--- config.mk ---
export PLATFORM = sky130hd
export DESIGN_NAME = ota_frame_deframer_crc32_top
export DESIGN_NICKNAME = d
export VERILOG_FILES = /design/src/design/ofd_pkg.sv /design/src/design/ofd_out_reg.sv /design/src/design/ota_frame_deframer_crc32_top.sv
export SDC_FILE = /design/constraint.sdc
export NUM_CORES = 1
export LEC_CHECK = 0
export BUFFER_PORTS_ARGS = -buffer_cell sky130_fd_sc_hd__buf_4
export CAP_MARGIN = 10
export CORE_MARGIN = 1.5
export CORE_UTILIZATION = 32
export CTS_BUF_LIST = sky130_fd_sc_hd__clkbuf_8
export DETAILED_ROUTE_END_ITERATION = 8
export PLACE_DENSITY_LB_ADDON = 0.15
export SKIP_LAST_GASP = 1
export SYNTH_ARGS = -nofsm -noshare
export SYNTH_HDL_FRONTEND = slang
export SYNTH_SLANG_ARGS = --single-unit
--- constraint.sdc ---
create_clock -name i_clk -period 7.51 [get_ports i_clk]
set_input_delay 0.751 -clock i_clk [delete_from_list [all_inputs] [get_ports i_clk]]
set_output_delay 0.751 -clock i_clk [all_outputs]
set_load 0.1 [all_outputs]
--- src/design/ofd_pkg.sv ---
// Shared types, constants and the byte-wide CRC-32 update for the frame deframer.
// No dependencies.
`timescale 1ns / 1ps

package ofd_pkg;

    localparam int HEADER_BYTES = 15;
    localparam int CRC_BYTES    = 4;
    localparam int FRAME_MIN    = HEADER_BYTES + CRC_BYTES;

    localparam logic [31:0] CRC_INIT  = 32'hFFFF_FFFF;
    localparam logic [31:0] CRC_POLY  = 32'hEDB8_8320;
    localparam logic [8:0]  COUNT_MAX = 9'h1FF;

    // header offsets
    localparam logic [8:0] POS_VERSION  = 9'd4;
    localparam logic [8:0] POS_KIND     = 9'd5;
    localparam logic [8:0] POS_SEQ_LO   = 9'd10;
    localparam logic [8:0] POS_LEN      = 9'd14;
    localparam logic [8:0] POS_PAYLOAD  = 9'(HEADER_BYTES);

    // configuration register indexes
    localparam logic [7:0] CFG_TYPE_MIN    = 8'd0;
    localparam logic [7:0] CFG_TYPE_MAX    = 8'd1;
    localparam logic [7:0] CFG_PROTO_VER   = 8'd2;
    localparam logic [7:0] CFG_MAX_PAYLOAD = 8'd3;

    typedef enum logic [1:0] {
        ST_OK  = 2'd0,
        ST_LEN = 2'd1,
        ST_HDR = 2'd2,
        ST_CRC = 2'd3
    } t_status;

    typedef struct packed {
        logic        payload_valid;
        logic [7:0]  payload_byte;
        logic [7:0]  payload_index;
        logic        done_res;
        t_status     status;
        logic [7:0]  frame_kind;
        logic [31:0] session_word;
        logic [31:0] sequence_word;
        logic [7:0]  payload_count;
    } t_result;

    // "DFRO"
    function automatic logic [7:0] magic_byte(input logic [1:0] idx);
        logic [7:0] m;
        case (idx)
            2'd0:    m = 8'h44;
            2'd1:    m = 8'h46;
            2'd2:    m = 8'h52;
            default: m = 8'h4F;
        endcase
        return m;
    endfunction

    // reflected CRC-32, one byte, LSB first
    function automatic logic [31:0] crc_byte(input logic [31:0] crc, input logic [7:0] b);
        logic [31:0] c;
        c = crc ^ {24'd0, b};
        for (int k = 0; k < 8; k++) begin
            c = c[0] ? ((c >> 1) ^ CRC_POLY) : (c >> 1);
        end
        return c;
    endfunction

endpackage

--- src/design/ofd_out_reg.sv ---
// Result register with valid/stall handshake for the frame deframer.
// Depends on ofd_pkg (t_result).
`timescale 1ns / 1ps

module ofd_out_reg (
    input  logic             i_clk,
    input  logic             i_rst_n,
    input  logic             i_load,
    input  ofd_pkg::t_result i_res,
    input  logic             i_stall,
    output logic             o_valid,
    output logic             o_full,
    output ofd_pkg::t_result o_res
);
    import ofd_pkg::*;

    logic    r_valid;
    logic    n_valid;
    t_result r_res;

    always_comb begin
        if (i_load) begin
            n_valid = 1'b1;
        end else if (i_stall) begin
            n_valid = r_valid;
        end else begin
            n_valid = 1'b0;
        end
    end

    always_ff @(posedge i_clk) begin
        if (!i_rst_n) begin
            r_valid <= 1'b0;
        end else begin
            r_valid <= n_valid;
        end
    end

    always_ff @(posedge i_clk) begin
        if (i_load) begin
            r_res <= i_res;
        end
    end

    // held word still waiting on the far side
    assign o_full  = r_valid & i_stall;
    assign o_valid = r_valid;
    assign o_res   = r_res;

endmodule

--- src/design/ota_frame_deframer_crc32_top.sv ---
// Top level of the update-frame deframer with CRC-32 check.
// Depends on ofd_pkg and ofd_out_reg.
`timescale 1ns / 1ps

// Takes one frame byte per accepted word and returns exactly one result word for
// each, held in an output register until taken; a new byte is accepted every
// cycle unless that register holds a word the downstream side is stalling. The
// rate of one byte per cycle is set by the byte-wide CRC-32 update, header
// capture and verdict logic, all of which sit between the frame state registers
// and the output register. Payload bytes come out flagged with their index; the
// word for the byte marked last carries the status and the header fields, after
// which frame state returns to its reset values. Configuration writes are always
// ready and take effect from the next byte on.

module ota_frame_deframer_crc32_top (
    input  logic        i_clk,
    input  logic        i_rst_n,
    // byte input
    input  logic        i_valid,
    output logic        o_stall,
    input  logic [7:0]  i_data_byte,
    input  logic        i_last,
    // result output
    output logic        o_valid,
    input  logic        i_stall,
    output logic        o_payload_valid,
    output logic [7:0]  o_payload_byte,
    output logic [7:0]  o_payload_index,
    output logic        o_done_res,
    output logic [1:0]  o_status,
    output logic [7:0]  o_frame_kind,
    output logic [31:0] o_session_word,
    output logic [31:0] o_sequence_word,
    output logic [7:0]  o_payload_count,
    // configuration
    input  logic        i_cfg_valid,
    output logic        o_cfg_ready,
    input  logic [7:0]  i_cfg_index,
    input  logic [7:0]  i_cfg_data
);
    import ofd_pkg::*;

    logic [7:0] r_type_min, r_type_max, r_proto_ver, r_max_payload;

    logic [8:0]  r_count,   n_count;
    logic [31:0] r_crc,     n_crc;
    logic        r_hdr_ok,  n_hdr_ok;
    logic [7:0]  r_kind,    n_kind;
    logic [31:0] r_session, n_session;
    logic [31:0] r_seq,     n_seq;
    logic [7:0]  r_len,     n_len;
    logic [31:0] r_tail,    n_tail;

    logic    accept;
    logic    out_full;
    t_result res;
    t_result out_res;

    logic [8:0] pay_end;
    logic [9:0] total;
    t_status    status;

    assign accept      = i_valid & ~out_full;
    assign o_stall     = out_full;
    assign o_cfg_ready = 1'b1;

    always_ff @(posedge i_clk) begin
        if (!i_rst_n) begin
            r_type_min    <= 8'd0;
            r_type_max    <= 8'd255;
            r_proto_ver   <= 8'd1;
            r_max_payload <= 8'd255;
        end else if (i_cfg_valid) begin
            case (i_cfg_index)
                CFG_TYPE_MIN:    r_type_min    <= i_cfg_data;
                CFG_TYPE_MAX:    r_type_max    <= i_cfg_data;
                CFG_PROTO_VER:   r_proto_ver   <= i_cfg_data;
                CFG_MAX_PAYLOAD: r_max_payload <= i_cfg_data;
                default: ;
            endcase
        end
    end

    always_comb begin
        n_hdr_ok  = r_hdr_ok;
        n_kind    = r_kind;
        n_session = r_session;
        n_seq     = r_seq;
        n_len     = r_len;

        if (r_count < POS_VERSION) begin
            if (i_data_byte != magic_byte(r_count[1:0])) n_hdr_ok = 1'b0;
        end else if (r_count == POS_VERSION) begin
            if (i_data_byte != r_proto_ver) n_hdr_ok = 1'b0;
        end else if (r_count == POS_KIND) begin
            n_kind = i_data_byte;
            if (i_data_byte < r_type_min || i_data_byte > r_type_max) n_hdr_ok = 1'b0;
        end else if (r_count < POS_SEQ_LO) begin
            n_session = {r_session[23:0], i_data_byte};
        end else if (r_count < POS_LEN) begin
            n_seq = {r_seq[23:0], i_data_byte};
        end else if (r_count == POS_LEN) begin
            n_len = i_data_byte;
        end

        pay_end = {1'b0, n_len} + POS_PAYLOAD;
        n_crc   = (r_count < pay_end) ? crc_byte(r_crc, i_data_byte) : r_crc;
        n_tail  = {r_tail[23:0], i_data_byte};

        total = {1'b0, r_count} + 10'd1;
        if (total < 10'(FRAME_MIN) || total > (10'(FRAME_MIN) + {2'd0, r_max_payload})) begin
            status = ST_LEN;
        end else if (!n_hdr_ok) begin
            status = ST_HDR;
        end else if (n_len > r_max_payload) begin
            status = ST_LEN;
        end else if (total != (10'(FRAME_MIN) + {2'd0, n_len})) begin
            status = ST_LEN;
        end else if ((n_crc ^ CRC_INIT) != n_tail) begin
            status = ST_CRC;
        end else begin
            status = ST_OK;
        end

        res = '0;
        if (r_count >= POS_PAYLOAD && r_count < pay_end) begin
            res.payload_valid = 1'b1;
            res.payload_byte  = i_data_byte;
            res.payload_index = 8'(r_count - POS_PAYLOAD);
        end
        if (i_last) begin
            res.done_res      = 1'b1;
            res.status        = status;
            res.frame_kind    = n_kind;
            res.session_word  = n_session;
            res.sequence_word = n_seq;
            res.payload_count = n_len;
        end

        if (i_last) begin
            n_count = '0;
        end else if (r_count < COUNT_MAX) begin
            n_count = r_count + 9'd1;
        end else begin
            n_count = r_count;
        end
    end

    always_ff @(posedge i_clk) begin
        if (!i_rst_n || (accept && i_last)) begin
            r_count   <= '0;
            r_crc     <= CRC_INIT;
            r_hdr_ok  <= 1'b1;
            r_kind    <= '0;
            r_session <= '0;
            r_seq     <= '0;
            r_len     <= '0;
            r_tail    <= '0;
        end else if (accept) begin
            r_count   <= n_count;
            r_crc     <= n_crc;
            r_hdr_ok  <= n_hdr_ok;
            r_kind    <= n_kind;
            r_session <= n_session;
            r_seq     <= n_seq;
            r_len     <= n_len;
            r_tail    <= n_tail;
        end
    end

    ofd_out_reg u_out_reg (
        .i_clk   (i_clk),
        .i_rst_n (i_rst_n),
        .i_load  (accept),
        .i_res   (res),
        .i_stall (i_stall),
        .o_valid (o_valid),
        .o_full  (out_full),
        .o_res   (out_res)
    );

    assign o_payload_valid = out_res.payload_valid;
    assign o_payload_byte  = out_res.payload_byte;
    assign o_payload_index = out_res.payload_index;
    assign o_done_res      = out_res.done_res;
    assign o_status        = out_res.status;
    assign o_frame_kind    = out_res.frame_kind;
    assign o_session_word  = out_res.session_word;
    assign o_sequence_word = out_res.sequence_word;
    assign o_payload_count = out_res.payload_count;

endmodule

==> metrics.md <==
| Metric | Value |
|---|---|
| Initial Utilization | `32.4%` |
| # rows | `77` |
| GRT Total Usage | `18.0%` |
| Status | `complete, no violations` |
| TritonCTS Buffers | `52` |
| Final critical-path share of the clock period | `81.1%` |
| Clock-pin transition on the worst setup and hold timing paths | `0.06 ns` |
| PwrDens | `248 mW/mm^2` |
| Sink Count | `279` |
| Number of primary I/O pins | `133` |
| CTS Buffer Depth | `3` |
| Synth cell types | `70` |
| Total leakage power | `6.98 nW` |
| Hold Vio Cnt, Final | `0` |
| Class of the worst hold path | `in2reg` |
| Placer Congestion | `0.882` |
| Setup Viol. Count Final | `0` |
| Commonest cells after routing, fill and taps aside | `344 x nand2_1, 179 x dfxtp_1, 162 x a21oi_1, 149 x buf_4, 113 x nor2_1` |
| Total die area | `0.0461 mm^2` |
| Worst Clk Skew | `0.0255 ns` |
| Setup repair bufs after CTS | `0` |
| Fmax achieved | `164 MHz` |
| Share of cells above drive strength 1 | `14.7%` |
| Tightest Pin Transition | `1.24 ns` |
| Commonest non-fill, non-tap cell in the layout | `nand2_1` |
| Vias/cell | `4.94` |
| Final wirelength | `42400 um` |
| Layout area overhead | `17.5%` |
| Ys Warns | `0` |
| Resize count post-CTS | `0` |
| Max Transition Viols Final | `0` |
| Peak VDD IR | `141 uV` |
| Design Power | `4.18 mW` |
| Fin nets | `1765` |
| Die width | `215 um` |
| Max incr delay on CP | `0.74 ns` |
| CORE AREA | `0.0442 mm^2` |
| FILL cells | `4519` |
| Slew headroom | `16.8%` |
| Initial antenna violation count | `0` |
| DR WL/cell | `18.3 um` |
| Setup CP Type | `reg2reg` |
| Crit Path Max Fanout | `19` |
| Top post-synthesis cells by area | `dfxtp_1 25%, edfxtp_1 21%, nand2_1 9.0%` |
| Gr ovfl total | `0` |
| Crit start category | `flop` |
| Sequential cell area | `0.00659 mm^2` |
| DRC violations left | `0` |
| Mean Syn Cell Area | `9.07 um^2` |
| First-pass GRT wire length | `64800 um` |
| PortBufs | `131` |
| Initial DRC Count | `705` |
| Vias in the first global route | `11045` |
| Minimum clock period | `6.09 ns` |
| #FFs+latches synth | `279` |
| EDFF count, synth | `100` |
| Hold_ws | `0.331 ns` |
| Die H | `215 um` |
| Clk Latency, worst-skew pair | `0.64 ns` |
| Multi-input gate area | `0.00722 mm^2` |
| Worst path slowest cell | `a211oi_1` |
| CTS tree | `done` |
| Largest net degree at the start of global routing | `87` |
| Post-Syn Nets | `1658` |
| Clk root buf | `clkbuf_8` |
| Worst EP arrival | `6.45 ns` |
| DP HPWL | `28800 um` |
| Crit end category | `flop` |
| Antenna Cells | `0` |
| Seq/Total Area, Yosys | `45.9%` |
| CTS Hold Bufs | `0` |
| H-tree depth | `2` |
| Post-synth top area cell | `dfxtp_1` |
| Main synth FF type | `dfxtp_1` |
| Syn Std Cell Area | `0.0143 mm^2` |
| Routed via count | `11478` |
| Fraction of registers with async set/reset | `0%` |
| Setup TNS | `0 ns` |
| Critical path, cell by cell | `and4b_1 -> nand3_1 -> mux2i_1 -> nand2_1 -> nor2_1 -> nor3_1 -> nand2_1 -> xnor2_1 -> ha_1 -> nand4_1 -> a211oi_1 -> nor2_1 -> buf_4 -> mux2_2 -> a2111oi_0 -> nand4_1 -> or4_1 -> o31ai_1 -> a211oi_1` |
| Pre-antenna DRT Iters | `5` |
| Placed insts | `2225` |
| RSZ-0062 raised after global routing | `no` |
| Mapped Cells | `1581` |
| CP required | `7.86 ns` |
| Post-route antenna net violation count | `0` |
| Cell Count, Final, Fillers Out | `2322` |
| Max-cap violations | `0` |
| Top cell type's share of synthesized area | `25.0%` |
==> power by group <==
group          switching (mW)  internal [mW]  total, mW
Combinational           0.708          0.393       1.10
Clock                   0.682          0.723       1.40
Sequential             0.0545           1.62       1.68
Total                    1.44           2.74       4.18
==> synth_stat cells, drive strengths merged (3+ instances only) <==
library cell	n
nand2	345
dfxtp	179
a21oi	162
nor2	115
edfxtp	100
xnor2	88
clkbuf	84
mux2i	74
inv	51
ha	47
xor2	38
nand3	29
o211ai	26
nor2b	23
o21ai	23
a211oi	22
nor3	17
nand4	15
buf	13
and2	11
a21o	10
o21a	9
a22oi	8
xnor3	7
nor4	6
or3	6
and3	5
nor3b	5
mux2	4
nand2b	4
nand3b	4
o31ai	4
or2	4
a211o	3
o21bai	3
o41ai	3
or4	3
==> final timing paths <==
check / cells past startpoint / from / end / slack [ns]
setup / recovery: 19 / r_count[2] / u_out_reg.o_res[81] / 1.42
hold / removal: 2 / i_valid / u_out_reg.o_valid / 0.33
setup reg to reg: 19 / r_count[2] / u_out_reg.o_res[81] / 1.42
hold reg to reg: 2 / r_seq[25] / r_seq[25] / 0.45
==> worst max-delay path: cells and delay by family (launching register included) <==
family	cells	cell delay, ns
flops	1	0.60
compound gates	4	1.50
xor+xnor	1	0.07
buf+inv	1	0.25
simple gates	10	2.28
fa+ha+maj	1	0.31
mux	2	0.80
==> flip-flops by register name, summed over array words and instances, names as in the netlist, 8 cells and up <==
name	count
r_count	9
r_proto_ver	8
r_kind	8
r_len	8
r_crc	32
r_type_max	8
r_session	32
r_max_payload	8
r_tail	24
r_seq	32
r_type_min	8
u_out_reg.o_res	100
==> through the flow <==
stage          util, %  area, um^2  setup slack (ns)
2_1_floorplan        -       14300              1.93
3_3_place_gp      35.9       15900              1.66
3_5_place_dp      35.9       15900              1.52
4_1_cts           38.1       16800              1.45
5_1_grt           38.1       16800             0.804
6_report          38.1       16800              1.42
==> layout make-up <==
cell class,instances,share of cell area (%)
Clock inverter,37,1.04
Clock buffer,59,4.82
Multi-Input combinational cell,1154,42.8
Sequential cell,279,39.1
Inverter,51,1.17
Timing Repair Buffer,150,6.67
Tap cell,592,4.40
==> metal layers <==
metal	share of wire, %	GRT usage, %	routed length [um]
met1	47	25.0	20100
met2	45	28.5	19200
met3	4.9	3.01	2100
met4	2.3	6.08	984
met5	0	0	0
==> cells by family after synthesis <==
logic type / after synthesis / synth area share [%]
buf+inv: 148 / 3.94
other cells: 1 / 0.0261
mux: 78 / 5.48
simple gates: 598 / 17.9
xor+xnor: 134 / 10.1
compound gates: 295 / 12.4
flops: 279 / 45.9
fa+ha+maj: 48 / 4.17
Note: power is estimated with default switching activity, not from simulation.
